**src/hw/rtl/kgr_pkg.sv**
```systemverilog
// Shared types and codes of the key grab event router.
package kgr_pkg;

    localparam logic [1:0] OP_KEY    = 2'd0;
    localparam logic [1:0] OP_GRAB   = 2'd1;
    localparam logic [1:0] OP_UNGRAB = 2'd2;
    localparam logic [1:0] OP_QUERY  = 2'd3;

    localparam logic [1:0] MODE_EXCL   = 2'd0;
    localparam logic [1:0] MODE_OVR    = 2'd1;
    localparam logic [1:0] MODE_TOP    = 2'd2;
    localparam logic [1:0] MODE_SHARED = 2'd3;

    localparam logic [1:0] ST_OK      = 2'd0;
    localparam logic [1:0] ST_ALREADY = 2'd1;
    localparam logic [1:0] ST_FULL    = 2'd2;
    localparam logic [1:0] ST_BAD_KEY = 2'd3;

    localparam logic CFG_FOCUS = 1'b0;
    localparam logic CFG_TOP   = 1'b1;

    typedef struct packed {
        logic [1:0] opcode;
        logic       bad_key;
        logic [7:0] key_code;
        logic [1:0] grab_mode;
        logic [7:0] client;
    } t_cmd;

endpackage

```
**src/hw/rtl/kgr_front.sv**
```systemverilog
// Front end: accepts input words, flags bad keys, two-entry command queue.
module kgr_front import kgr_pkg::*; #(
    parameter int NUM_KEYS = 256
) (
    input  logic       i_clk,
    input  logic       i_rst_n,
    input  logic       i_valid,
    output logic       o_stall,
    input  logic [1:0] i_opcode,
    input  logic [7:0] i_key_code,
    input  logic [1:0] i_grab_mode,
    input  logic [7:0] i_client,
    input  logic       i_clearing,
    output logic       o_q_valid,
    output t_cmd       o_q_cmd,
    input  logic       i_q_pop
);
    t_cmd       r_q [2];
    logic       r_wp, r_rp;
    logic [1:0] r_cnt;
    logic       push;
    t_cmd       cmd;

    assign o_stall   = (r_cnt == 2'd2) || i_clearing;
    assign push      = i_valid && !o_stall;
    assign o_q_valid = (r_cnt != 2'd0);
    assign o_q_cmd   = r_q[r_rp];

    always_comb begin
        cmd.opcode    = i_opcode;
        cmd.key_code  = i_key_code;
        cmd.grab_mode = i_grab_mode;
        cmd.client    = i_client;
        cmd.bad_key   = (i_key_code == 8'd0) || (32'(i_key_code) >= NUM_KEYS);
    end

    always_ff @(posedge i_clk) begin
        if (!i_rst_n) begin
            r_wp  <= 1'b0;
            r_rp  <= 1'b0;
            r_cnt <= 2'd0;
        end else begin
            if (push) begin
                r_q[r_wp] <= cmd;
                r_wp      <= ~r_wp;
            end
            if (i_q_pop) begin
                r_rp <= ~r_rp;
            end
            r_cnt <= r_cnt + 2'(push) - 2'(i_q_pop);
        end
    end
endmodule

```
**config.mk**
```make
export PLATFORM = sky130hd
export DESIGN_NAME = kgr_front
export DESIGN_NICKNAME = d
export VERILOG_FILES = /design/src/hw/rtl/kgr_pkg.sv /design/src/hw/rtl/kgr_front.sv
export SDC_FILE = /design/constraint.sdc
export NUM_CORES = 1
export LEC_CHECK = 0
export ABC_AREA = 1
export BUFFER_PORTS_ARGS = -buffer_cell sky130_fd_sc_hd__buf_2
export CAP_MARGIN = 20
export CORE_ASPECT_RATIO = 1.4
export CORE_MARGIN = 2
export CORE_UTILIZATION = 24
export CTS_CLUSTER_SIZE = 25
export DETAILED_ROUTE_END_ITERATION = 16
export HOLD_SLACK_MARGIN = 0.15
export PLACE_DENSITY = 0.43
export SYNTH_ARGS = -nofsm -noshare
export SYNTH_HDL_FRONTEND = slang
export SYNTH_SLANG_ARGS = --single-unit
```
**constraint.sdc**
```tcl
create_clock -name i_clk -period 5.3 [get_ports i_clk]
set_clock_uncertainty 0.2 [all_clocks]
set_input_delay 0.53 -clock i_clk [delete_from_list [all_inputs] [get_ports i_clk]]
set_output_delay 0.53 -clock i_clk [all_outputs]
set_load 0.02 [all_outputs]
```
==> results.ini <==
[grt]
grt_max_degree=22
overflow=0
grt_pass1_vias=1085
antenna_found_initial=0
grt_use_total_pct=8.01
grt_first_pass_wirelength_mm=5.09

[floorplanning]
die_area_um2=8510
start_util_pct=24.4
ios=48
die_w_um=78.5
coreArea_um2=7650
fp-row-count=38
die_y_um=108

[timing]
finalHoldViolations=0
fin_hold_ws_ps=223
fin_crit_sh_pct=47.8
rsz0062_at_grt=false
final-setup-viol-count=0
setup_tns_ps=0
setup_slack_ps=2770
slew_headroom_pct=39.1
fmax_mhz=395
fin_crit_ps=2530
worst_slew_pin_slew_ps=912
slew_viol_final=0

[detailed_routing]
drtIter0Drc=62
drt_wl_total_mm=3.27
vias=995
vias_per_cell=3.78
wl_per_cell_um=12.4
dr.pass1.iters=2
drc=0
drtAntennaViolNets=0

[worst_setup_path]
path_max_fanout=13
r2r_start=r_cnt[0]
arrival_ps=1800
crit_path_start_kind=flip-flop
required_ps=4570
cp-end-kind=output port
worstSetupPathType=flip-flop to output port

[clocking]
cts_hold_buf=0
post_cts_resized=0
root_buffer=clkbuf_8
clk_path_buf_depth=2
htree_levels=2
clkTransAtPathRegs_ps=80
cts_buffers=5
cts_tree=built
cts.sinks=47
clkLatencyLatePin_ps=290
postCtsSetupBuffers=0

[synthesis]
ys_seq_area_share_pct=72.9
synthMuxAreaShare_pct=16.7
syn-cell-area_um2=1870
synth_compound_area_share_pct=0.268
ys_warn_count=0
synthXorXnorAreaFrac_pct=0.469
ys_ff_latch=47
synth_fa_ha_area_share_pct=1.34
synthTopCellsByArea=edfxtp_1 68%, mux2_4 16%, dfxtp_1 5.4%, nand2_1 2.4%, nor2_1 2.0%
synth_simple_gate_area_share_pct=5.29
synth_cells=108
yosysTopAreaCell=edfxtp_1
ys_types=13
synth_top_family_by_area=multiplexers
synth_top_area_share_pct=67.6
synth_fp_nets=135
syn_avg_cell_area_um2=17.3

[cells_and_area]
final_layout_size_suffix_gt1_share_pct=48.5
multi_input_area_um2=452
fillers=769
area_delta_synth_final_pct=25.7
num_antenna_cells=0
seqCellArea_um2=1360
nets=189

[placed_design]
port_buffers=47
dpl_worst_slack_ps=2910
place.detailed.hpwl_mm=2.32
gp_congestion=0.710

[power_and_ir_drop]
leakagePower_nw=0.953
p_total_mw=0.756
max-vdd-ir-drop_v=0.000149
power_density_nw_per_um2=322

[hold_path]
min_path_type=input port to flip-flop
min-delay-start=i_opcode[1]

[outcome]
run_status=finished clean

[flow_run]
max_cap_viol_count=0

## cell usage in the layout, fill, tap and decap left out, drive strengths merged
cell type,netlist,layout
buf,2,49
nand4,1,1
clkinvlp,0,1
nand3,2,2
edfxtp,42,42
nor2,10,10
ha,2,2
clkbuf,0,7
a21oi,1,1
dfxtp,5,5
nand2,12,12
xnor2,1,1
mux2,21,21
inv,9,9
## synth_stat cells
| cell type | number |
|---|---|
| edfxtp_1 | 42 |
| mux2_4 | 20 |
| nand2_1 | 12 |
| nor2_1 | 10 |
| inv_1 | 9 |
| dfxtp_1 | 5 |
| buf_6 | 2 |
| ha_1 | 2 |
| nand3_1 | 2 |
| a21oi_1 | 1 |
| mux2_2 | 1 |
| nand4_1 | 1 |
| xnor2_1 | 1 |
## metrics by stage
stage	instances	area, um^2	utilization, %
after detailed placement	254	2210	28.9
after floorplan	108	1870	-
after CTS	262	2320	30.3
after global placement	254	2210	28.9
final	263	2350	30.6
after global routing	263	2350	30.6
## area by class of cell
type / count / share of cell area [%]
multi-input combinational: 50 / 19.3
inverter: 9 / 1.44
tap: 100 / 5.33
clock buffer: 7 / 4.11
timing repair buffer: 49 / 11.5
sequential: 47 / 58.0
clock inverter: 1 / 0.320
## worst paths after layout
kind	end	slack (ps)	depth (start not counted)
max	o_q_cmd[18]	2770	3
min	r_q[0][20]	220	1
max reg2reg	r_q[0][10]	3410	4
min reg2reg	r_rp	330	2
## per-layer routing
layer / wire (um) / GRT usage (%)
met5: 0 / 0
met1: 1300 / 8.63
met2: 1710 / 13.8
met4: 56 / 3.38
met3: 211 / 3.26
## cells by family after synthesis
group                    after synthesis
AO/OA/AOI/OAI                          1
XOR/XNOR                               1
flip-flops                            47
AND/OR/NAND/NOR                       25
buffers and inverters                 11
multiplexers                          21
adder cells (fa/ha/maj)                2
## where the power goes
group	leakage, nW	switching (mW)	internal, mW
clock network	0.0505	0.114	0.119
registers	0.426	0.00735	0.416
logic	0.476	0.0544	0.0454
## registers in the layout (all words and copies together), names as in the netlist, named ones only
register and flops:
r_q 42, r_rp 1, r_wp 1, r_cnt 2
## worst max-delay path: stages (launching register included)
cell	delay [ps]
dfxtp_1	650
buf_4	360
mux2_4	330
buf_2	160
(Power assumes the default switching activity.)
